[src/hw/rtl/blic_pkg.sv]
// ----------------------------------------------------------------------------
// blic_pkg
// shared types, field widths, defaults and the class label lookup of the
// binary image linear classifier
// ----------------------------------------------------------------------------
package blic_pkg;

	// default geometry
	localparam int IMAGE_WIDTH_DEF  = 12;
	localparam int IMAGE_HEIGHT_DEF = 24;
	localparam int NUM_CLASSES_DEF  = 34;

	// fixed field widths
	localparam int OP_W    = 2;
	localparam int PIX_W   = 9;
	localparam int CLS_W   = 6;
	localparam int VAL_W   = 16;
	localparam int LABEL_W = 7;
	localparam int ACC_W   = 26;
	localparam int SCORE_W = 27;

	// stream word widths
	localparam int S_DATA_W = 32;
	localparam int M_DATA_W = 16;

	typedef enum logic [OP_W-1:0] {
		OP_LOAD_WEIGHT = 2'd0,
		OP_LOAD_BIAS   = 2'd1,
		OP_PIXEL       = 2'd2
	} op_t;

	// one issue slot of the sequencer
	typedef struct packed {
		logic             issue;
		logic             score;
		logic [CLS_W-1:0] cls;
	} step_t;

	// accumulator write back
	typedef struct packed {
		logic                    en;
		logic [CLS_W-1:0]        cls;
		logic signed [ACC_W-1:0] data;
	} acc_wr_t;

	// ascii anchors of the label alphabet
	localparam logic [LABEL_W-1:0] CH_0 = 7'h30;
	localparam logic [LABEL_W-1:0] CH_9 = 7'h39;
	localparam logic [LABEL_W-1:0] CH_A = 7'h41;
	localparam logic [LABEL_W-1:0] CH_H = 7'h48;
	localparam logic [LABEL_W-1:0] CH_J = 7'h4A;
	localparam logic [LABEL_W-1:0] CH_N = 7'h4E;
	localparam logic [LABEL_W-1:0] CH_P = 7'h50;
	localparam logic [LABEL_W-1:0] CH_Z = 7'h5A;

	// last class code of the digit run and of each run of letters
	localparam int CODE_9 = int'(CH_9) - int'(CH_0);
	localparam int CODE_H = CODE_9 + 1 + int'(CH_H) - int'(CH_A);
	localparam int CODE_N = CODE_H + 1 + int'(CH_N) - int'(CH_J);
	localparam int CODE_Z = CODE_N + 1 + int'(CH_Z) - int'(CH_P);

	// digits, then letters without I and O, zero past the alphabet
	function automatic logic [LABEL_W-1:0] label_of(input logic [CLS_W-1:0] code);
		logic [LABEL_W-1:0] c;
		begin
			c = LABEL_W'(code);
			if (c <= LABEL_W'(CODE_9))
				return CH_0 + c;
			else if (c <= LABEL_W'(CODE_H))
				return CH_A + c - LABEL_W'(CODE_9 + 1);
			else if (c <= LABEL_W'(CODE_N))
				return CH_J + c - LABEL_W'(CODE_H + 1);
			else if (c <= LABEL_W'(CODE_Z))
				return CH_P + c - LABEL_W'(CODE_N + 1);
			else
				return '0;
		end
	endfunction

endpackage

[src/hw/rtl/blic_alu.sv]
// ----------------------------------------------------------------------------
// blic_alu
// shared adder with saturation for accumulation and running argmax for scores
// ----------------------------------------------------------------------------
module blic_alu (
	input  logic                                 clk,
	input  logic                                 arst_n,
	input  blic_pkg::step_t                      step,
	input  logic signed [blic_pkg::ACC_W-1:0]    acc_rd,
	input  logic signed [blic_pkg::VAL_W-1:0]    weight_rd,
	input  logic signed [blic_pkg::VAL_W-1:0]    bias_rd,
	output blic_pkg::acc_wr_t                    acc_wr,
	output logic [blic_pkg::CLS_W-1:0]           best_cls
);
	import blic_pkg::*;

	localparam logic signed [ACC_W-1:0] ACC_MAX = {1'b0, {(ACC_W-1){1'b1}}};
	localparam logic signed [ACC_W-1:0] ACC_MIN = {1'b1, {(ACC_W-1){1'b0}}};

	step_t                     step_s1;
	logic signed [VAL_W-1:0]   operand;
	logic signed [SCORE_W-1:0] sum;
	logic signed [ACC_W-1:0]   sat;
	logic                      better;
	logic signed [SCORE_W-1:0] best_q;
	logic [CLS_W-1:0]          best_cls_q;

	always_comb begin
		operand = step_s1.score ? bias_rd : weight_rd;
		sum     = SCORE_W'(acc_rd) + SCORE_W'(operand);
		// overflow when the two top bits disagree
		if (sum[SCORE_W-1] != sum[SCORE_W-2])
			sat = sum[SCORE_W-1] ? ACC_MIN : ACC_MAX;
		else
			sat = sum[ACC_W-1:0];
		acc_wr.en   = step_s1.issue && !step_s1.score;
		acc_wr.cls  = step_s1.cls;
		acc_wr.data = sat;
		// strict greater keeps the lowest index on a tie
		better = (step_s1.cls == '0) || (sum > best_q);
	end

	always_ff @(posedge clk or negedge arst_n) begin
		if (!arst_n)
			step_s1 <= '0;
		else
			step_s1 <= step;
	end

	always_ff @(posedge clk) begin
		if (step_s1.issue && step_s1.score && better) begin
			best_q     <= sum;
			best_cls_q <= step_s1.cls;
		end
	end

	assign best_cls = best_cls_q;

endmodule

[config.mk]
export PLATFORM = sky130hd
export DESIGN_NAME = blic_alu
export DESIGN_NICKNAME = d
export VERILOG_FILES = /design/src/hw/rtl/blic_pkg.sv /design/src/hw/rtl/blic_alu.sv
export SDC_FILE = /design/constraint.sdc
export NUM_CORES = 1
export LEC_CHECK = 0
export BUFFER_PORTS_ARGS = -buffer_cell sky130_fd_sc_hd__clkbuf_2
export CAP_MARGIN = 20
export CORE_AREA = 2 2 90 92
export CTS_CLUSTER_DIAMETER = 50
export DETAILED_ROUTE_END_ITERATION = 12
export DIE_AREA = 0 0 92 94
export GPL_ROUTABILITY_DRIVEN = 0
export PLACE_DENSITY = 0.83
export SETUP_SLACK_MARGIN = 0.2
export SLEW_MARGIN = 10
export SYNTH_ARGS = -nofsm -noshare
export SYNTH_HDL_FRONTEND = slang
export SYNTH_SLANG_ARGS = --single-unit
[constraint.sdc]
create_clock -name clk -period 11.4 [get_ports clk]
set_input_delay 0.57 -clock clk [delete_from_list [all_inputs] [get_ports clk]]
set_output_delay 0.57 -clock clk [all_outputs]
set_load 0.05 [all_outputs]
==> results of run 1 <==
cells by family after synthesis:
group / synth area share [%]
DFF: 31.48
buffers and inverters: 5.721
AOI/OAI and AO/OA: 22.35
muxes: 4.729
xor gates and xnor gates: 4.861
and+or+nand+nor: 12.14
adders and majority gates: 18.72
final cells by class:
class                      count  area (um^2)  share of cell area (%)
multi-input combinational    307         2376                   53.02
sequential                    41         1191                   26.58
timing repair buffer         107        538.0                   12.00
inverter                      37        138.9                   3.099
tap                          102        127.6                   2.848
clock buffer                   5        68.82                   1.535
clock inverter                 3        41.29                  0.9213
state kept, by name, summed over array words and instances, names as in the netlist:
signal,cells
acc_wr,6
best_cls,6
best_q,27
step_s1,2
power by group:
group	switching [mW]	internal, mW
clock network	0.0505	0.0644
registers	0.00581	0.190
logic	0.413	0.163
total	0.469	0.417
cell usage in the layout, fill, tap and decap left out, types with 3 or more instances in the layout:
cell type,instances
edfxtp_1,33
o31ai_1,6
nor3_1,4
dfrtp_1,8
clkbuf_8,5
inv_1,36
a31oi_1,3
nand3_1,8
clkbuf_2,106
nor2b_1,4
a21o_1,27
mux2_2,15
o21ai_0,6
o21ai_1,10
a21bo_1,5
nand2_1,44
xnor2_1,13
nand4_1,9
o21bai_1,4
nor2_1,14
and3_1,3
o211ai_1,3
or3_1,3
xor2_1,8
ha_1,55
a21oi_1,31
routing by layer:
metal | GRT usage (%) | vias to the layer above | part of all wire, % | wire (um)
met3 | 2.889 | 18 | 6.3 | 549
met5 | 0 | - | 0 | 0
li1 | - | 1664 | - | -
met4 | 6.219 | 0 | 1.7 | 148
met2 | 37.87 | 139 | 49 | 4309
met1 | 25.42 | 1515 | 43 | 3770
per-stage QoR:
step	hold slack, ns	setup slack [ns]	std cells
6_report	0.1083	5.474	602
5_1_grt	0.1125	4.893	602
4_1_cts	0.1148	5.474	602
3_5_place_dp	0.4419	5.509	594
3_3_place_gp	0.4241	5.687	594
2_1_floorplan	0.2744	5.982	399
how the worst max path moves through the flow:
stage / from / to / slack (ns)
6_report: step_s1[6] / acc_wr[16] / 5.47
3_3_place_gp: step_s1[6] / best_q[10] / 5.69
4_1_cts: step_s1[6] / best_q[12] / 5.47
3_5_place_dp: step_s1[6] / best_q[16] / 5.51
5_1_grt: step_s1[6] / best_q[22] / 4.89
2_1_floorplan: step_s1[6] / best_cls[0] / 5.98
cell usage after synthesis (all sizes together) (2+ instances only):
cell type,instances
a31o,2
nand2,44
or3,3
nor3,4
mux2,15
edfxtp,33
nand3,8
and3,3
or2,2
xor2,8
nor4,2
a21bo,5
ha,55
o21ai,17
o221ai,2
nor2,14
a21o,27
a31oi,4
inv,37
nor2b,4
o211ai,3
a2111oi,2
buf,9
xnor2,13
dfrtp,8
o21bai,4
o31ai,6
o21a,2
nand4,9
a21oi,32
a211oi,2
clkbuf,5
==> metrics.cfg, run 1 <==
[run_status]
status = completed

[sta]
post-route-min-period_ns = 5.926
drv_slew = 0
tightestPinTransition_ns = 0.9322
finalHoldViolCount = 0
skew_ns = 0.007196
finalCritPeriodShare_pct = 51.98
final.setup.tns_ns = 0
max_slew_margin_pct = 37.70
fmax_mhz = 168.8
rsz0062_at_grt = false
finalSetupViolations = 0

[yosys]
yosys.cell_types.count = 56
syn_avg_cell_area_um2 = 9.483
synthCells = 399
seq_area_frac_synth_pct = 31.48
synth_seq_cells = 41
yosysTopAreaCell = edfxtp_1
async_flop_share_pct = 19.51
syn-num-nets = 523
synth_top_flop_cell = edfxtp_1
yosysWarningCount = 0
synth_area_mm2 = 0.003784
synth.area.top_cells = edfxtp_1 (26%), ha_1 (18%), a21o_1 (5.4%)
synth_top_area_share_pct = 26.19
synth_edf_count = 33

[detailed_routing]
drtIter0Drc = 160
drtPass1Iterations = 4
finalWirelength_um = 8778
drt-vias-per-instance = 5.542
wl_per_cell_um = 14.58
drc_errors = 0
ant_nets = 0
num_vias = 3336

[power_and_ir_drop]
max-vdd-ir-drop_uv = 170.2
p_leak_nw = 2.272
pwr_density_cell_mw_per_mm2 = 197.7
power_mw = 0.8861

[clock_tree]
cts_sinks = 41
post_cts_buffers = 0
clkLatencyLatePin_ns = 0.30
cts-buffers-inserted = 5
holdBufCountCts = 0
clockBufferDepth = 2
clk_pin_slew_ns = 0.08
cts_root_buf = clkbuf_8
h-tree-depth = 2
cts.repair.resized = 0
cts_tree = built

[critical_path]
timing.rr.end = best_q[12]
critPathMaxFanout = 25
reg2regPathDepth = 20
cp.required_ns = 10.83
path_common_cell = ha_1
path_class = register to output pin
r2r_slack_ns = 5.49
worst-path-stages = 15
crit_chain = mux2i_1 -> inv_1 -> ha_1 -> a211oi_1 -> o21ai_2 -> a221o_1 -> a21oi_1 -> or3_1 -> and3b_1 -> o221ai_2 -> xor2_1 -> ha_1 -> o311ai_4 -> a21bo_1 -> clkbuf_2
endpoint_kind = output pin
cp_num_buf_inv = 2
cp_slowest_cell = dfrtp_1
crit_family = compound AO/OA/AOI/OAI gates
crit_path_max_incr_delay_ns = 0.84
cp-start-kind = register
crit_arrival_ns = 5.36
r2r_start = step_s1[6]

[layout]
final_area_mm2 = 0.004482
n_antenna_cell = 0
drive_above_1_share_pct = 28.00
final_nets = 623
fillers = 663
syn2layout_area_growth_pct = 18.45
fin_util_pct = 58.91

[placed_design]
dp_hpwl_um = 7339
portBuffers = 106
post_dp_cell_area_mm2 = 0.004372

[global_route]
grtUsageTotal_pct = 20.74
grt_overflow = 0
grt_pass1_wl_um = 14520
grt_max_degree = 26
antenna_found_initial = 0
grt_pass1_vias = 3224

[floorplanning]
core-area_mm2 = 0.007607
rows = 32
die_area_mm2 = 0.008648
die_h_um = 94
ioPinCount = 107
die_w_um = 92
start_util_pct = 49.74

[run]
cap_violations = 0

[hold_path]
min_path_type = primary input to asynchronous set/reset pin

Power figures use the tool's default switching activity.
==> inputs of run 2 (changes only) <==
==> constraint.sdc (replaced) <==
create_clock -name clk -period 5.8 [get_ports clk]
set_input_delay 0.29 -clock clk [delete_from_list [all_inputs] [get_ports clk]]
set_output_delay 0.29 -clock clk [all_outputs]
set_load 0.05 [all_outputs]
==> run 2 against run 1 <==
Register-to-register slack worse by 5.0 ns. Highest routed layer unchanged. Power up 98%. Global-route usage up 0.46 points. Routed wire length up 4.8%.
==> metrics.cfg, run 2 (synthesized netlist as in run 1, its figures left out) <==
[run_status]
status = completed

[floorplanning]
die_area_mm2 = 0.008648  ; unchanged
core-area_mm2 = 0.007607  ; unchanged
ioPinCount = 107  ; unchanged
die_h_um = 94  ; unchanged
rows = 32  ; unchanged
die_w_um = 92  ; unchanged
start_util_pct = 49.74  ; unchanged

[power_and_ir_drop]
p_sw_share_pct = 52.89  ; about the same
power.internal_mw = 0.8275  ; +98%
p_seq_share_pct = 21.9  ; -0.2 points
comb_power_share_pct = 65.3  ; +0.3 points
power.share.clock_pct = 12.8  ; -0.2 points
max-vdd-ir-drop_uv = 334.7  ; +97%
pwr_density_cell_mw_per_mm2 = 387.5  ; +96%
p_leak_nw = 2.289  ; +0.77%
p_sw_mw = 0.9290  ; +98%

[sta]
drv_slew = 0  ; unchanged
skew_ns = 0.01111  ; +0.003918 ns
post-route-min-period_ns = 5.318
final.setup.tns_ns = 0  ; unchanged
finalHoldViolCount = 0  ; unchanged
rsz0062_at_grt = false
tightestPinTransition_ns = 0.9295  ; -0.002782 ns
max_slew_margin_pct = 37.89  ; +0.19 points
finalCritPeriodShare_pct = 91.69
fmax_mhz = 188.0
finalSetupViolations = 0  ; unchanged

[critical_path]
path_common_cell = o21ai_1
cp_num_buf_inv = 2  ; unchanged
critPathMaxFanout = 27  ; +8.0%
path_class = register to register
crit_family = compound AO/OA/AOI/OAI gates
timing.rr.end = best_q[23]
cp_slowest_cell = dfrtp_2
endpoint_kind = register
r2r_start = step_s1[6]
r2r_slack_ns = 0.48  ; -5.01 ns
crit_arrival_ns = 5.31  ; -0.05 ns
cp.required_ns = 5.80  ; -5.03 ns
crit_path_max_incr_delay_ns = 0.51  ; -0.33 ns
crit_path_start = step_s1[6]
cp-start-kind = register
crit_chain = mux2_2 -> ha_1 -> inv_1 -> fa_1 -> nor2b_1 -> o21ai_1 -> o21ai_1 -> a31o_1 -> a31oi_4 -> o31ai_1 -> xor2_1 -> ha_1 -> a21o_1 -> a21o_1 -> a21oi_1 -> o21ai_0 -> nand2b_1 -> a21oi_1 -> o21ai_1 -> and4_1 -> buf_12
reg2regPathDepth = 21  ; +5.0%

[layout]
instances_no_fill = 605  ; +0.50%
final_cell_mix = clkbuf_2 (106), ha_1 (55), nand2_1 (44)
multiInputGateArea_mm2 = 0.002389  ; +0.53%
fillers = 656  ; -1.1%
drive_above_1_share_pct = 28.83  ; +0.83 points
syn2layout_area_growth_pct = 19.81
final_nets = 626  ; +0.48%
largest_register_ffs = 27  ; unchanged
regArea_mm2 = 0.001192  ; +0.10%
n_antenna_cell = 0  ; unchanged
max_flop_register = best_q
layout_commonest_cell = clkbuf_2

[hold_path]
hold_path_startpoint = step[3]
whs_path_depth = 1
hold-path-endpoint = acc_wr[29]
min_path_type = primary input to register

[global_route]
grtUsageTotal_pct = 21.21  ; +0.46 points
antenna_found_initial = 0  ; unchanged
grt_max_degree = 28  ; +7.7%
grt_pass1_vias = 3315  ; +2.8%
grt_overflow = 0  ; unchanged
grt_pass1_wl_um = 14790  ; +1.8%

[run]
cap_violations = 0  ; unchanged

[detailed_routing]
drt-vias-per-instance = 5.673  ; +2.4%
drc_errors = 0  ; unchanged
ant_nets = 0  ; unchanged
wl_per_cell_um = 15.21  ; +4.3%
finalWirelength_um = 9202  ; +4.8%
num_vias = 3432  ; +2.9%
drtPass1Iterations = 4  ; unchanged
drtIter0Drc = 154  ; -3.8%

[clock_tree]
cts-buffers-inserted = 5  ; unchanged
post_cts_buffers = 0  ; unchanged
cts_tree = built
clkLatencyLatePin_ns = 0.30  ; about the same
cts_sinks = 41  ; unchanged
clk_pin_slew_ns = 0.08  ; about the same
h-tree-depth = 2  ; unchanged
cts_root_buf = clkbuf_8
clockBufferDepth = 2  ; unchanged

[placed_design]
portBuffers = 106  ; unchanged
place_inst = 596  ; +0.34%
dp_hpwl_um = 7562  ; +3.0%

==> run 2: cell types whose count changed in the layout (fill, tap and decap cells not counted) <==
cell           change
a2bb2oi_1          -1
dfrtp_2            +1
a2111oi_0          -1
a2111oi_2          +1
buf_12             +1
dfrtp_1            -1
buf_4              +1
dlygate4sd3_1      +1
a2bb2oi_2          +1
==> run 2: worst register-to-register path, stage by stage, from the launching register on <==
cell      delay, ns
dfrtp_2        0.51
mux2_2         0.26
ha_1           0.19
inv_1          0.07
fa_1           0.41
nor2b_1        0.14
o21ai_1        0.09
o21ai_1        0.27
a31o_1         0.28
a31oi_4        0.15
o31ai_1        0.38
xor2_1         0.38
ha_1           0.33
a21o_1         0.19
a21o_1         0.19
a21oi_1        0.13
o21ai_0        0.09
nand2b_1       0.09
a21oi_1        0.07
o21ai_1        0.11
and4_1         0.43
buf_12         0.24
==> run 2: per-layer routing <==
| metal | vias up | GRT usage (%) | wire length (um) |
|---|---|---|---|
| li1 | 1664 | - | - |
| met4 | 0 | 6.592 | 136 |
| met1 | 1616 | 26.01 | 3985 |
| met3 | 14 | 2.809 | 490 |
| met2 | 138 | 38.66 | 4591 |
| met5 | - | 0 | 0 |
==> run 2: what timing repair did <==
action,CTS,global route
endpoints found under the hold margin,8,0
resized for setup,0,4
endpoints found under the setup margin,0,41
hold buffers,1,0
==> run 2: power groups by stage <==
stage | logic [mW] | registers [mW] | clock network [mW]
floorplan | 0.862 | 0.402 | 0
global placement | 1.11 | 0.389 | 0
detailed placement | 1.13 | 0.391 | 0
CTS | 1.14 | 0.385 | 0.228
global route | 1.22 | 0.388 | 0.240
finish | 1.15 | 0.384 | 0.226
==> run 2: worst max path at each step <==
stage	to	slack, ns	cells after the start
floorplan	best_cls[0]	0.38	20
global placement	best_q[17]	0.49	20
detailed placement	best_q[22]	0.29	20
CTS	best_q[15]	0.22	20
global route	best_q[23]	0.23	20
finish	best_q[23]	0.48	21
==> run 2: layout make-up <==
| cell class | instances | area share [%] |
|---|---|---|
| repair buffers | 110 | 12.70 |
| inverters | 37 | 3.064 |
| clock inverters | 3 | 0.9108 |
| flip-flops and latches | 41 | 26.30 |
| multi-input cells | 307 | 52.69 |
| well taps | 102 | 2.815 |
| clock buffers | 5 | 1.518 |
==> run 2: metrics by stage <==
step	instance area (um^2)	utilization, %	power (mW)	worst slack (ns)	hold WS, ns
5_1_grt	4533	59.59	1.848	0.2315	0.09176
4_1_cts	4519	59.41	1.755	0.2238	0.09763
3_3_place_gp	4399	57.83	1.497	0.4861	0.1518
6_report	4533	59.59	1.756	0.4820	0.09903
3_5_place_dp	4399	57.83	1.526	0.2909	0.1530
2_1_floorplan	3784	-	1.264	0.3822	-0.005591
