[config.mk]
export PLATFORM = sky130hd
export DESIGN_NAME = blic_ctrl
export DESIGN_NICKNAME = d
export VERILOG_FILES = /design/src/hw/rtl/blic_pkg.sv /design/src/hw/rtl/blic_ctrl.sv
export SDC_FILE = /design/constraint.sdc
export NUM_CORES = 1
export LEC_CHECK = 0
export BUFFER_PORTS_ARGS = -buffer_cell sky130_fd_sc_hd__buf_2
export CAP_MARGIN = 20
export CORE_ASPECT_RATIO = 1.5
export CORE_MARGIN = 4
export CORE_UTILIZATION = 45
export CTS_BUF_LIST = sky130_fd_sc_hd__clkbuf_4 sky130_fd_sc_hd__clkbuf_8
export DETAILED_ROUTE_END_ITERATION = 8
export GPL_ROUTABILITY_DRIVEN = 0
export PLACE_DENSITY = 0.82
export REMOVE_ABC_BUFFERS = 1
export SYNTH_ARGS = -nofsm -noshare
export SYNTH_HDL_FRONTEND = slang
export SYNTH_SLANG_ARGS = --single-unit
[constraint.sdc]
create_clock -name clk -period 3.3 [get_ports clk]
set_input_delay 0.66 -clock clk [delete_from_list [all_inputs] [get_ports clk]]
set_output_delay 0.66 -clock clk [all_outputs]
set_load 0.05 [all_outputs]
[src/hw/rtl/blic_pkg.sv]
// ----------------------------------------------------------------------------
// blic_pkg
// shared types, field widths, defaults and the class label lookup of the
// binary image linear classifier
// ----------------------------------------------------------------------------
package blic_pkg;

	// default geometry
	localparam int IMAGE_WIDTH_DEF  = 12;
	localparam int IMAGE_HEIGHT_DEF = 24;
	localparam int NUM_CLASSES_DEF  = 34;

	// fixed field widths
	localparam int OP_W    = 2;
	localparam int PIX_W   = 9;
	localparam int CLS_W   = 6;
	localparam int VAL_W   = 16;
	localparam int LABEL_W = 7;
	localparam int ACC_W   = 26;
	localparam int SCORE_W = 27;

	// stream word widths
	localparam int S_DATA_W = 32;
	localparam int M_DATA_W = 16;

	typedef enum logic [OP_W-1:0] {
		OP_LOAD_WEIGHT = 2'd0,
		OP_LOAD_BIAS   = 2'd1,
		OP_PIXEL       = 2'd2
	} op_t;

	// one issue slot of the sequencer
	typedef struct packed {
		logic             issue;
		logic             score;
		logic [CLS_W-1:0] cls;
	} step_t;

	// accumulator write back
	typedef struct packed {
		logic                    en;
		logic [CLS_W-1:0]        cls;
		logic signed [ACC_W-1:0] data;
	} acc_wr_t;

	// ascii anchors of the label alphabet
	localparam logic [LABEL_W-1:0] CH_0 = 7'h30;
	localparam logic [LABEL_W-1:0] CH_9 = 7'h39;
	localparam logic [LABEL_W-1:0] CH_A = 7'h41;
	localparam logic [LABEL_W-1:0] CH_H = 7'h48;
	localparam logic [LABEL_W-1:0] CH_J = 7'h4A;
	localparam logic [LABEL_W-1:0] CH_N = 7'h4E;
	localparam logic [LABEL_W-1:0] CH_P = 7'h50;
	localparam logic [LABEL_W-1:0] CH_Z = 7'h5A;

	// last class code of the digit run and of each run of letters
	localparam int CODE_9 = int'(CH_9) - int'(CH_0);
	localparam int CODE_H = CODE_9 + 1 + int'(CH_H) - int'(CH_A);
	localparam int CODE_N = CODE_H + 1 + int'(CH_N) - int'(CH_J);
	localparam int CODE_Z = CODE_N + 1 + int'(CH_Z) - int'(CH_P);

	// digits, then letters without I and O, zero past the alphabet
	function automatic logic [LABEL_W-1:0] label_of(input logic [CLS_W-1:0] code);
		logic [LABEL_W-1:0] c;
		begin
			c = LABEL_W'(code);
			if (c <= LABEL_W'(CODE_9))
				return CH_0 + c;
			else if (c <= LABEL_W'(CODE_H))
				return CH_A + c - LABEL_W'(CODE_9 + 1);
			else if (c <= LABEL_W'(CODE_N))
				return CH_J + c - LABEL_W'(CODE_H + 1);
			else if (c <= LABEL_W'(CODE_Z))
				return CH_P + c - LABEL_W'(CODE_N + 1);
			else
				return '0;
		end
	endfunction

endpackage

[src/hw/rtl/blic_ctrl.sv]
// ----------------------------------------------------------------------------
// blic_ctrl
// item decode and class sequencer
// ----------------------------------------------------------------------------
module blic_ctrl #(
	parameter int IMAGE_WIDTH  = blic_pkg::IMAGE_WIDTH_DEF,
	parameter int IMAGE_HEIGHT = blic_pkg::IMAGE_HEIGHT_DEF,
	parameter int NUM_CLASSES  = blic_pkg::NUM_CLASSES_DEF,
	localparam int NPIX = IMAGE_WIDTH * IMAGE_HEIGHT,
	localparam int CW   = $clog2(NUM_CLASSES),
	localparam int WA   = $clog2(NPIX * NUM_CLASSES)
) (
	input  logic                                 clk,
	input  logic                                 arst_n,
	input  logic                                 accept,
	input  blic_pkg::op_t                        op,
	input  logic [blic_pkg::PIX_W-1:0]           pixel_index,
	input  logic [blic_pkg::CLS_W-1:0]           class_index,
	input  logic                                 pixel,
	input  logic                                 last_pixel,
	input  logic                                 out_free,
	output logic                                 ready,
	output logic                                 wld_en,
	output logic [WA-1:0]                        wld_addr,
	output logic                                 bld_en,
	output logic [CW-1:0]                        bld_addr,
	output blic_pkg::step_t                      step,
	output logic [WA-1:0]                        waddr,
	output logic                                 emit
);
	import blic_pkg::*;

	typedef enum logic [4:0] {
		ST_IDLE  = 5'b00001,
		ST_ACC   = 5'b00010,
		ST_SCORE = 5'b00100,
		ST_FIN   = 5'b01000,
		ST_EMIT  = 5'b10000
	} state_t;

	state_t          state_q;
	logic [CW-1:0]   cnt_q;
	logic [WA-1:0]   waddr_q;
	logic            last_q;

	logic [PIX_W+CW:0] row_base;
	logic              pix_ok;
	logic              cls_ok;
	logic              cnt_end;

	assign row_base = pixel_index * (CW+1)'(NUM_CLASSES);
	assign pix_ok   = 32'(pixel_index) < 32'(NPIX);
	assign cls_ok   = 32'(class_index) < 32'(NUM_CLASSES);
	assign cnt_end  = cnt_q == CW'(NUM_CLASSES - 1);

	always_comb begin
		ready      = state_q == ST_IDLE;
		wld_en     = accept && (op == OP_LOAD_WEIGHT) && pix_ok && cls_ok;
		wld_addr   = WA'(row_base) + WA'(class_index);
		bld_en     = accept && (op == OP_LOAD_BIAS) && cls_ok;
		bld_addr   = class_index[CW-1:0];
		step.issue = (state_q == ST_ACC) || (state_q == ST_SCORE);
		step.score = state_q == ST_SCORE;
		step.cls   = CLS_W'(cnt_q);
		waddr      = waddr_q;
		emit       = (state_q == ST_EMIT) && out_free;
	end

	always_ff @(posedge clk or negedge arst_n) begin
		if (!arst_n) begin
			state_q <= ST_IDLE;
			cnt_q   <= '0;
			waddr_q <= '0;
			last_q  <= 1'b0;
		end else begin
			unique case (state_q)
				ST_IDLE: begin
					if (accept && op == OP_PIXEL) begin
						last_q <= last_pixel;
						cnt_q  <= '0;
						if (pixel && pix_ok) begin
							waddr_q <= WA'(row_base);
							state_q <= ST_ACC;
						end else if (last_pixel) begin
							state_q <= ST_SCORE;
						end
					end
				end
				ST_ACC: begin
					cnt_q   <= cnt_q + 1'b1;
					waddr_q <= waddr_q + 1'b1;
					if (cnt_end) begin
						cnt_q   <= '0;
						state_q <= last_q ? ST_SCORE : ST_IDLE;
					end
				end
				ST_SCORE: begin
					cnt_q <= cnt_q + 1'b1;
					if (cnt_end) begin
						cnt_q   <= '0;
						state_q <= ST_FIN;
					end
				end
				ST_FIN: begin
					state_q <= ST_EMIT;
				end
				ST_EMIT: begin
					if (out_free)
						state_q <= ST_IDLE;
				end
				default: begin
					state_q <= ST_IDLE;
				end
			endcase
		end
	end

endmodule

==> results.py, run 1 <==
metrics = {
    "power_and_ir_drop": {
        "p_per_area_mw_per_mm2": 332.6,
        "fin_total_pwr_uw": 975.9,
        "p_leak_nw": 1.397,
        "ir_drop_mv": 0.2648,
    },
    "critical_path": {
        "cp-start-kind": "primary input",
        "crit_fanout": 3,
        "crit_arrival_ps": 2680,
        "end_kind": "output port",
        "path_class": "primary input to output port",
        "worstPathRequired_ps": 2640,
    },
    "grt": {
        "grt_antenna_before_repair": 0,
        "grt_pass1_vias": 2293,
        "grt_use_total_pct": 19.73,
        "grt_overflow": 0,
        "grt_max_degree": 27,
        "grt_first_pass_wirelength_um": 9922,
    },
    "outcome": {
        "outcome": "finished, violations left",
        "failed_checks": "setup timing",
    },
    "placed_design": {
        "numPortBuffers": 65,
        "place_area_mm2": 0.002718,
        "dp_hpwl_um": 4729,
        "dpl_worst_slack_ps": -377.4,
        "dp_cells": 396,
    },
    "synth": {
        "synth-edff-count": 0,
        "ys_seq_area_share_pct": 28.63,
        "synthCells": 261,
        "synth-main-ff-cell": "dfrtp_1",
        "syn_area_mm2": 0.002277,
        "synth_cell_types": 58,
        "ys.warnings.count": 0,
        "synth-seq-cells": 26,
        "async_reset_ff_share_pct": 100.0,
        "avgSynthCellArea_um2": 8.725,
    },
    "floorplan": {
        "boundaryPins": 69,
        "chipWidth_um": 66.08,
        "core_mm2": 0.004848,
        "fp.dieArea_mm2": 0.006286,
        "rows": 31,
        "start_util_pct": 46.97,
        "die_y_um": 95.13,
    },
    "timing": {
        "whs_ps": 386.2,
        "finClkSkew_ps": 3.006,
        "drv_slew": 0,
        "period_needed_ps": 3337,
        "setup_tns_ps": -46.87,
        "final-setup-viol-count": 3,
        "rsz0062_at_grt": "yes",
        "fmax_ghz": 0.2997,
        "layout_setup_ws_ps": -36.82,
        "tightest_slew_ps": 611.6,
        "slew_headroom_pct": 59.23,
        "hold_viol": 0,
        "fin_crit_sh_pct": 101.1,
    },
    "cts": {
        "ctsHoldBuffers": 0,
        "cts_buffers": 3,
        "clock_sinks": 26,
        "cts_max_level": 1,
        "clock_latency_ps": 270,
        "root_buffer": "clkbuf_8",
        "cts_buffer_depth": 2,
        "cts_tree": "built",
        "clk_pin_slew_worst_paths_ps": 90,
    },
    "drt": {
        "drt_wl_total_um": 6020,
        "routed_via_density": 5.484,
        "post_drt_wl_per_cell_um": 14.94,
        "postRouteAntennaNets": 0,
        "vias": 2210,
        "drc": 0,
        "drtPass1Iterations": 4,
        "drtIter0Drc": 103,
    },
    "final_layout": {
        "drive_gt1_share_pct": 38.28,
        "diodes": 0,
        "design_area_mm2": 0.002934,
        "post-route-util_pct": 60.52,
        "regArea_um2": 651.9,
        "area_growth_pct": 28.85,
        "nFillCells": 422,
        "nets": 381,
        "post_layout_nonfiller_instances": 403,
        "multi_input_area_mm2": 0.001562,
    },
    "hold_path": {
        "hp-class": "primary input to async pin",
    },
    "flow_run": {
        "max_cap_viol_count": 0,
    },
}
==> critical path, stage by stage <==
cell	delay, ps
buf_8	100
ha_4	230
ha_4	160
fa_2	360
a21o_1	190
a21oi_2	160
xnor2_2	130
and3_4	210
nand4b_1	110
xnor2_1	150
buf_4	210
==> flip-flops by register name, summed over array words and instances (netlist names) <==
register	flops
state_q	5
cnt_q	6
waddr	14
last_q	1
==> worst paths after layout <==
check / from / depth (start not counted) / end / slack [ps]
setup / recovery: pixel_index[5] / 11 / wld_addr[13] / -40
hold / removal: arst_n / 1 / cnt_q[5]$_DFFE_PN0P_ / 390
setup reg to reg: cnt_q[1]$_DFFE_PN0P_ / 8 / state_q[0]$_DFFE_PN1P_ / 1090
hold reg to reg: waddr[13]$_DFFE_PN0P_ / 1 / waddr[13]$_DFFE_PN0P_ / 510
max in group asynchronous: arst_n / 1 / waddr[9]$_DFFE_PN0P_ / 2510
min in group clk: waddr[13]$_DFFE_PN0P_ / 1 / waddr[13]$_DFFE_PN0P_ / 510
==> layout make-up <==
cell class | count | area share, %
inverter | 14 | 1.791
multi-input combinational | 205 | 53.22
timing repair buffer | 88 | 18.29
sequential | 26 | 22.22
tap | 66 | 2.815
clock buffer | 4 | 1.663
==> placed cells by master, fill, tap and decap left out, types with 3 or more instances in the layout <==
cell,n
a21oi_1,16
xnor2_2,6
o22ai_1,4
a21o_1,3
buf_6,3
inv_1,14
nor3_1,4
a31oi_1,4
nor4_1,4
nand2_1,24
buf_2,57
clkbuf_8,3
ha_4,3
ha_1,14
buf_4,27
nand2b_1,5
o21ai_0,17
dfrtp_1,25
nand3_2,3
nand3_1,14
xnor2_1,8
xor2_1,5
nor2_1,19
==> cell usage after synthesis, types with 2 or more instances <==
| library cell | number | area [um2] |
|---|---|---|
| buf_2 | 4 | 20.02 |
| buf_6 | 2 | 22.52 |
| xor2_1 | 6 | 52.55 |
| nor2_1 | 19 | 71.32 |
| nand3_2 | 2 | 20.02 |
| mux2_2 | 2 | 22.52 |
| nor3_1 | 4 | 20.02 |
| nand3b_1 | 2 | 15.01 |
| a21o_1 | 3 | 22.52 |
| a31oi_1 | 4 | 25.02 |
| o2bb2ai_1 | 2 | 17.52 |
| ha_1 | 18 | 225.2 |
| xnor2_1 | 13 | 113.9 |
| nor2_2 | 2 | 12.51 |
| o22ai_1 | 4 | 25.02 |
| and3_1 | 4 | 25.02 |
| inv_1 | 14 | 52.55 |
| nor4_1 | 4 | 25.02 |
| a21oi_1 | 17 | 85.08 |
| nand2b_1 | 5 | 31.28 |
| fa_1 | 2 | 40.04 |
| nand2_1 | 24 | 90.09 |
| buf_4 | 10 | 75.07 |
| nor2b_1 | 2 | 12.51 |
| nand4b_1 | 2 | 17.52 |
| o21ai_2 | 2 | 17.52 |
| a221o_1 | 2 | 20.02 |
| o21ai_0 | 17 | 85.08 |
| nand3_1 | 15 | 75.07 |
| o32ai_1 | 2 | 17.52 |
| dfrtp_1 | 25 | 625.6 |
==> timing repair <==
item | CTS | global route
pin swaps | 9 | 6
gates resized for setup | 17 | 14
gates cloned | 0 | 0
buffers inserted | 2 | 1
endpoints found under the setup margin | 5 | 6
==> power by group <==
part	internal (mW)	total [mW]	leakage (nW)	switching [mW]
clock	0.0947	0.195	0.0262	0.100
sequential	0.319	0.320	0.324	0.00105
combinational	0.172	0.460	1.05	0.289
==> metal layers <==
layer | share of wire (%) | wire length, um | track usage [%] | vias to the layer above
li1 | - | - | - | 1082
met1 | 38 | 2292 | 21.66 | 1040
met2 | 55 | 3326 | 37.61 | 75
met3 | 4.6 | 274 | 1.887 | 13
met4 | 2.1 | 126 | 8.136 | 0
met5 | 0 | 0 | 0 | -
==> cell families after synthesis <==
| family | share of synthesized area, % |
|---|---|
| buffers and inverters | 7.472 |
| AND/OR/NAND/NOR | 23.02 |
| XOR/XNOR | 8.022 |
| multiplexers | 1.429 |
| adder cells (fa/ha/maj) | 11.65 |
| AO/OA/AOI/OAI | 19.78 |
| flip-flops | 28.63 |
(Power assumes the default switching activity.)
==> run 2: changes to the inputs <==
--- a/config.mk
+++ b/config.mk
@@ -15,6 +15,7 @@
 export GPL_ROUTABILITY_DRIVEN = 0
 export PLACE_DENSITY = 0.82
 export REMOVE_ABC_BUFFERS = 1
+export SETUP_SLACK_MARGIN = 0.4
 export SYNTH_ARGS = -nofsm -noshare
 export SYNTH_HDL_FRONTEND = slang
 export SYNTH_SLANG_ARGS = --single-unit
==> run 2 against run 1 <==
Net effect: the run still ends with setup timing left; combinational power grew 13%; utilization grew 2.7 points; die area is the same; fmax down 1.9%; first-iteration DRC count rose by 50%; worst setup slack worse by 65 ps; register-to-register slack hardly changed; global-route usage grew 0.15 points; clock skew is essentially flat; non-clock buffer count grew 1; largest power group unchanged.
==> results.py, run 2 (synthesis results as in run 1) <==
metrics = {
    "placed_design": {
        "numPortBuffers": 65,
        "dp_hpwl_um": 4729,
        "place_area_mm2": 0.002718,
        "dp_cells": 396,
    },
    "timing": {
        "setup_tns_ps": -235.4,
        "layout_setup_ws_ps": -101.4,
        "final-setup-viol-count": 4,
        "period_needed_ps": 3401,
        "fin_crit_sh_pct": 103.1,
        "drv_slew": 0,
        "hold_viol": 0,
        "finClkSkew_ps": 3.076,
        "fmax_ghz": 0.2940,
        "rsz0062_at_grt": "yes",
        "tightest_slew_ps": 617.9,
        "slew_headroom_pct": 58.81,
    },
    "cts": {
        "clk_pin_slew_worst_paths_ps": 90,
        "root_buffer": "clkbuf_8",
        "ctsHoldBuffers": 0,
        "cts_max_level": 1,
        "clock_sinks": 26,
        "cts_buffers": 3,
        "clock_latency_ps": 270,
        "cts_buffer_depth": 2,
        "cts_tree": "built",
    },
    "final_layout": {
        "largest_reg_flops": 14,
        "nFillCells": 405,
        "regArea_um2": 651.9,
        "design_area_mm2": 0.003063,
        "post-route-util_pct": 63.17,
        "mostFrequentLayoutCells": "buf_2 (53), dfrtp_1 (25), buf_4 (25)",
        "diodes": 0,
        "nets": 382,
        "final_common_cell": "buf_2",
        "multi_input_area_mm2": 0.001643,
        "area_growth_pct": 34.51,
        "post_layout_nonfiller_instances": 404,
        "drive_gt1_share_pct": 40.53,
    },
    "drt": {
        "postRouteAntennaNets": 0,
        "routed_via_density": 5.604,
        "post_drt_wl_per_cell_um": 15.72,
        "vias": 2264,
        "drc": 0,
        "drtPass1Iterations": 4,
        "drt_wl_total_um": 6350,
        "drtIter0Drc": 154,
    },
    "critical_path": {
        "slowest_stage": "fa_2",
        "end_kind": "output port",
        "r2r_end": "waddr[7]$_DFFE_PN0P_",
        "r2r_cells": 6,
        "crit_arrival_ps": 2740,
        "path_class": "primary input to output port",
        "worst_path_largest_cell_delay_ps": 340,
        "cp-start-kind": "primary input",
        "crit_fanout": 3,
        "crit_chain": "buf_8, ha_4, ha_4, fa_2, buf_4, xor2_2, and3_4, and3_4, nand4b_1, xnor2_1, buf_4",
        "worstReg2RegStart": "state_q[0]$_DFFE_PN1P_",
        "r2r_slack_ps": 1090,
        "worstPathRequired_ps": 2640,
    },
    "floorplan": {
        "die_y_um": 95.13,
        "boundaryPins": 69,
        "core_mm2": 0.004848,
        "rows": 31,
        "chipWidth_um": 66.08,
        "start_util_pct": 46.97,
        "fp.dieArea_mm2": 0.006286,
    },
    "grt": {
        "grt_first_pass_wirelength_um": 9991,
        "grt_overflow": 0,
        "grt_use_total_pct": 19.88,
        "grt_antenna_before_repair": 0,
        "grt_max_degree": 27,
        "grt_pass1_vias": 2284,
    },
    "power_and_ir_drop": {
        "ir_drop_mv": 0.3143,
        "p_leak_nw": 1.426,
        "p_per_area_mw_per_mm2": 339.4,
        "fin_total_pwr_mw": 1.039,
    },
    "flow_run": {
        "max_cap_viol_count": 0,
    },
    "outcome": {
        "outcome": "finished, violations left",
        "failed_checks": "setup timing",
    },
    "hold_path": {
        "hp-class": "primary input to async pin",
    },
}
==> run 2: cell types whose count changed in the layout (fill, tap and decap cells not counted), sizes merged <==
cell  delta
buf      +1
==> run 2: layer usage <==
metal / part of all wire [%] / track usage, % / up-vias
li1: - / - / 1081
met3: 6.1 / 2.358 / 19
met2: 55 / 37.53 / 107
met5: 0 / 0 / -
met1: 36 / 21.60 / 1057
met4: 2.7 / 8.814 / 0
==> run 2: layout make-up <==
type / count / share of cell area (%)
multi-input combinational: 205 / 53.64
sequential: 26 / 21.28
timing repair buffer: 89 / 19.08
tap: 66 / 2.696
inverter: 14 / 1.716
clock buffer: 4 / 1.593
==> run 2: worst max-delay path, delay by kind of cell <==
kind / cells / cell delay [ps]
buf+inv: 3 / 460
simple gates: 3 / 540
xor+xnor: 2 / 340
fa+ha+maj: 3 / 740
==> run 2: per-stage QoR <==
stage / setup slack (ps) / hold WS, ps
after floorplan: -615.1 / 364.4
after global placement: -323.8 / 482.8
after detailed placement: -377.4 / 502.6
after CTS: -72.73 / 400.1
after global routing: -194.1 / 421.8
final: -101.4 / 387.2
==> run 2: what timing repair did <==
action | CTS | global route
gates cloned | 0 | 0
pin swaps | 15 | 12
gates resized for setup | 38 | 16
setup buffers | 3 | 1
endpoints found under the setup margin | 9 | 8
endpoints found under the hold margin | 0 | 0
==> run 2: power by group <==
| part | switching [mW] | internal [mW] |
|---|---|---|
| registers | 0.00107 | 0.319 |
| clock network | 0.103 | 0.0949 |
| logic | 0.310 | 0.211 |
| total | 0.414 | 0.626 |
==> run 2: worst max-delay path by stage <==
| stage | startpoint | end | slack, ps | depth (start not counted) |
|---|---|---|---|---|
| 3_5_place_dp | pixel_index[1] | wld_addr[13] | -380 | 11 |
| 6_report | pixel_index[5] | wld_addr[13] | -100 | 11 |
| 3_3_place_gp | pixel_index[1] | wld_addr[13] | -320 | 11 |
| 2_1_floorplan | pixel_index[1] | wld_addr[13] | -620 | 9 |
| 4_1_cts | pixel_index[5] | wld_addr[13] | -70 | 11 |
| 5_1_grt | pixel_index[5] | wld_addr[13] | -190 | 11 |
==> run 3: changes to the inputs <==
--- a/config.mk
+++ b/config.mk
@@ -16,6 +16,7 @@
 export PLACE_DENSITY = 0.82
 export REMOVE_ABC_BUFFERS = 1
 export SETUP_SLACK_MARGIN = 0.4
+export SKIP_CTS_REPAIR_TIMING = 1
 export SYNTH_ARGS = -nofsm -noshare
 export SYNTH_HDL_FRONTEND = slang
 export SYNTH_SLANG_ARGS = --single-unit
==> run 3 against run 2 <==
Net effect: the run still ends with setup timing left; via count about the same; highest routed layer unchanged; total power increased by 1.2%; clock power decreased by 3%; fmax decreased by 1.4%; utilization increased by 0.62 points; worst setup slack got worse by 48 ps; critical endpoint unchanged; critical path type unchanged; flip-flop and latch count unchanged; clock skew decreased by 0.76 ps.
==> results.py, run 3 (synthesis results as in run 1) <==
metrics = {
    "cts": {
        "cts_buffers": 3,
        "cts_buffer_depth": 2,
        "clock_latency_ps": 270,
        "root_buffer": "clkbuf_8",
        "clock_sinks": 26,
        "cts_tree": "built",
        "cts_max_level": 1,
        "clk_pin_slew_worst_paths_ps": 90,
    },
    "timing": {
        "fmax_ghz": 0.2899,
        "period_needed_ps": 3449,
        "whs_ps": 386.6,
        "slew_headroom_pct": 59.71,
        "hold_viol": 0,
        "fin_crit_sh_pct": 104.5,
        "final-setup-viol-count": 3,
        "tightest_slew_ps": 604.4,
        "drv_slew": 0,
        "rsz0062_at_grt": "yes",
        "layout_setup_ws_ps": -148.9,
        "finClkSkew_ps": 2.314,
    },
    "drt": {
        "top_layer_used": "met4",
        "vias": 2266,
        "post_drt_wl_per_cell_um": 15.92,
        "wl_met1_um": 2391,
        "routed_via_density": 5.568,
        "drtPass1Iterations": 4,
        "drtIter0Drc": 119,
        "wl_met3_um": 329,
        "wl_met2_um": 3594,
        "drt_wl_total_um": 6480,
        "postRouteAntennaNets": 0,
        "drc": 0,
    },
    "final_layout": {
        "nets": 385,
        "largest_reg_flops": 14,
        "mostFrequentLayoutCells": "buf_2 (54), buf_4 (27), dfrtp_1 (25)",
        "post_layout_nonfiller_instances": 407,
        "final_common_cell": "buf_2",
        "drive_gt1_share_pct": 42.52,
        "diodes": 0,
        "area_growth_pct": 35.82,
        "design_area_mm2": 0.003093,
    },
    "outcome": {
        "outcome": "finished, violations left",
        "failed_checks": "setup timing",
    },
    "floorplan": {
        "chipWidth_um": 66.08,
        "core_mm2": 0.004848,
        "start_util_pct": 46.97,
        "die_y_um": 95.13,
        "rows": 31,
        "fp.dieArea_mm2": 0.006286,
        "boundaryPins": 69,
    },
    "critical_path": {
        "worstPathRequired_ps": 2640,
        "cp-start-kind": "primary input",
        "crit_top_cell": "ha_4",
        "end_kind": "output port",
        "worst_path_largest_cell_delay_ps": 370,
        "r2r_slack_ps": 1090,
        "worstReg2RegStart": "cnt_q[1]$_DFFE_PN0P_",
        "r2r_cells": 8,
        "r2r_end": "state_q[0]$_DFFE_PN1P_",
        "crit_arrival_ps": 2790,
        "slowest_stage": "fa_2",
        "critical_path.top_delay_family": "adder cells",
        "crit_fanout": 3,
        "worst-path-buf-inv": 2,
        "path_class": "primary input to output port",
        "crit_chain": "buf_8, ha_4, ha_4, fa_2, a21o_1, a21oi_2, xnor2_2, and3_4, nand4b_1, xnor2_1, buf_4",
    },
    "placed_design": {
        "numPortBuffers": 65,
        "place_area_mm2": 0.002718,
        "dp_hpwl_um": 4729,
        "dp_cells": 396,
    },
    "hold_path": {
        "hp-class": "primary input to async pin",
    },
    "flow_run": {
        "max_cap_viol_count": 0,
    },
    "power_and_ir_drop": {
        "p_leak_nw": 1.442,
        "p_per_area_mw_per_mm2": 340.1,
        "fin_total_pwr_mw": 1.052,
        "ir_drop_mv": 0.3242,
    },
    "grt": {
        "grt_first_pass_wirelength_um": 9680,
        "grt_overflow": 0,
        "grt_use_total_pct": 19.12,
        "grt_pass1_vias": 2244,
        "grt_max_degree": 27,
        "grt_antenna_before_repair": 0,
    },
}
run 3: report_power, final:
part / internal (mW) / switching (mW) / total (mW) / leakage (nW)
Sequential: 0.319 / 0.00106 / 0.320 / 0.324
Clock: 0.0946 / 0.0975 / 0.192 / 0.0262
Combinational: 0.220 / 0.319 / 0.540 / 1.09
Total: 0.634 / 0.418 / 1.05 / 1.44
run 3: worst register-to-register path: cells and delay by family, from the launching register on:
family	cells	cell delay, ps
adder cells (fa/ha/maj)	1	130
buffers and inverters	1	70
multiplexers	1	370
AO/OA/AOI/OAI	2	450
AND/OR/NAND/NOR	3	700
flip-flops	1	420
run 3: cell type report:
type | count | area, um2
multi-input cells | 205 | 1657
repair buffers | 92 | 600.6
clock buffers | 4 | 48.80
flip-flops and latches | 26 | 651.9
fillers | 397 | 1755
inverters | 14 | 52.55
well taps | 66 | 82.58
run 3: routing by layer:
metal  track usage, %  vias to the layer above
met5                0                        -
met4            7.627                        0
met3            1.533                       16
met2            36.29                       85
met1            21.43                     1072
li1                 -                     1093
run 3: worst max path at each step:
stage	slack (ps)	depth (start not counted)	startpoint	end
floorplan	-620	9	pixel_index[1]	wld_addr[13]
global placement	-320	11	pixel_index[1]	wld_addr[13]
detailed placement	-380	11	pixel_index[1]	wld_addr[13]
CTS	-380	11	pixel_index[1]	wld_addr[13]
global route	-220	11	pixel_index[5]	wld_addr[13]
finish	-150	11	pixel_index[5]	wld_addr[13]
run 3: per-stage QoR:
stage          setup TNS, ps  utilization, %  setup WS [ps]
6_report              -413.4           63.79         -148.9
5_1_grt               -664.7           63.79         -221.6
4_1_cts                -1472           57.06         -377.3
3_5_place_dp           -1464           56.05         -377.4
3_3_place_gp           -1164           56.05         -323.8
2_1_floorplan          -2185               -         -615.1
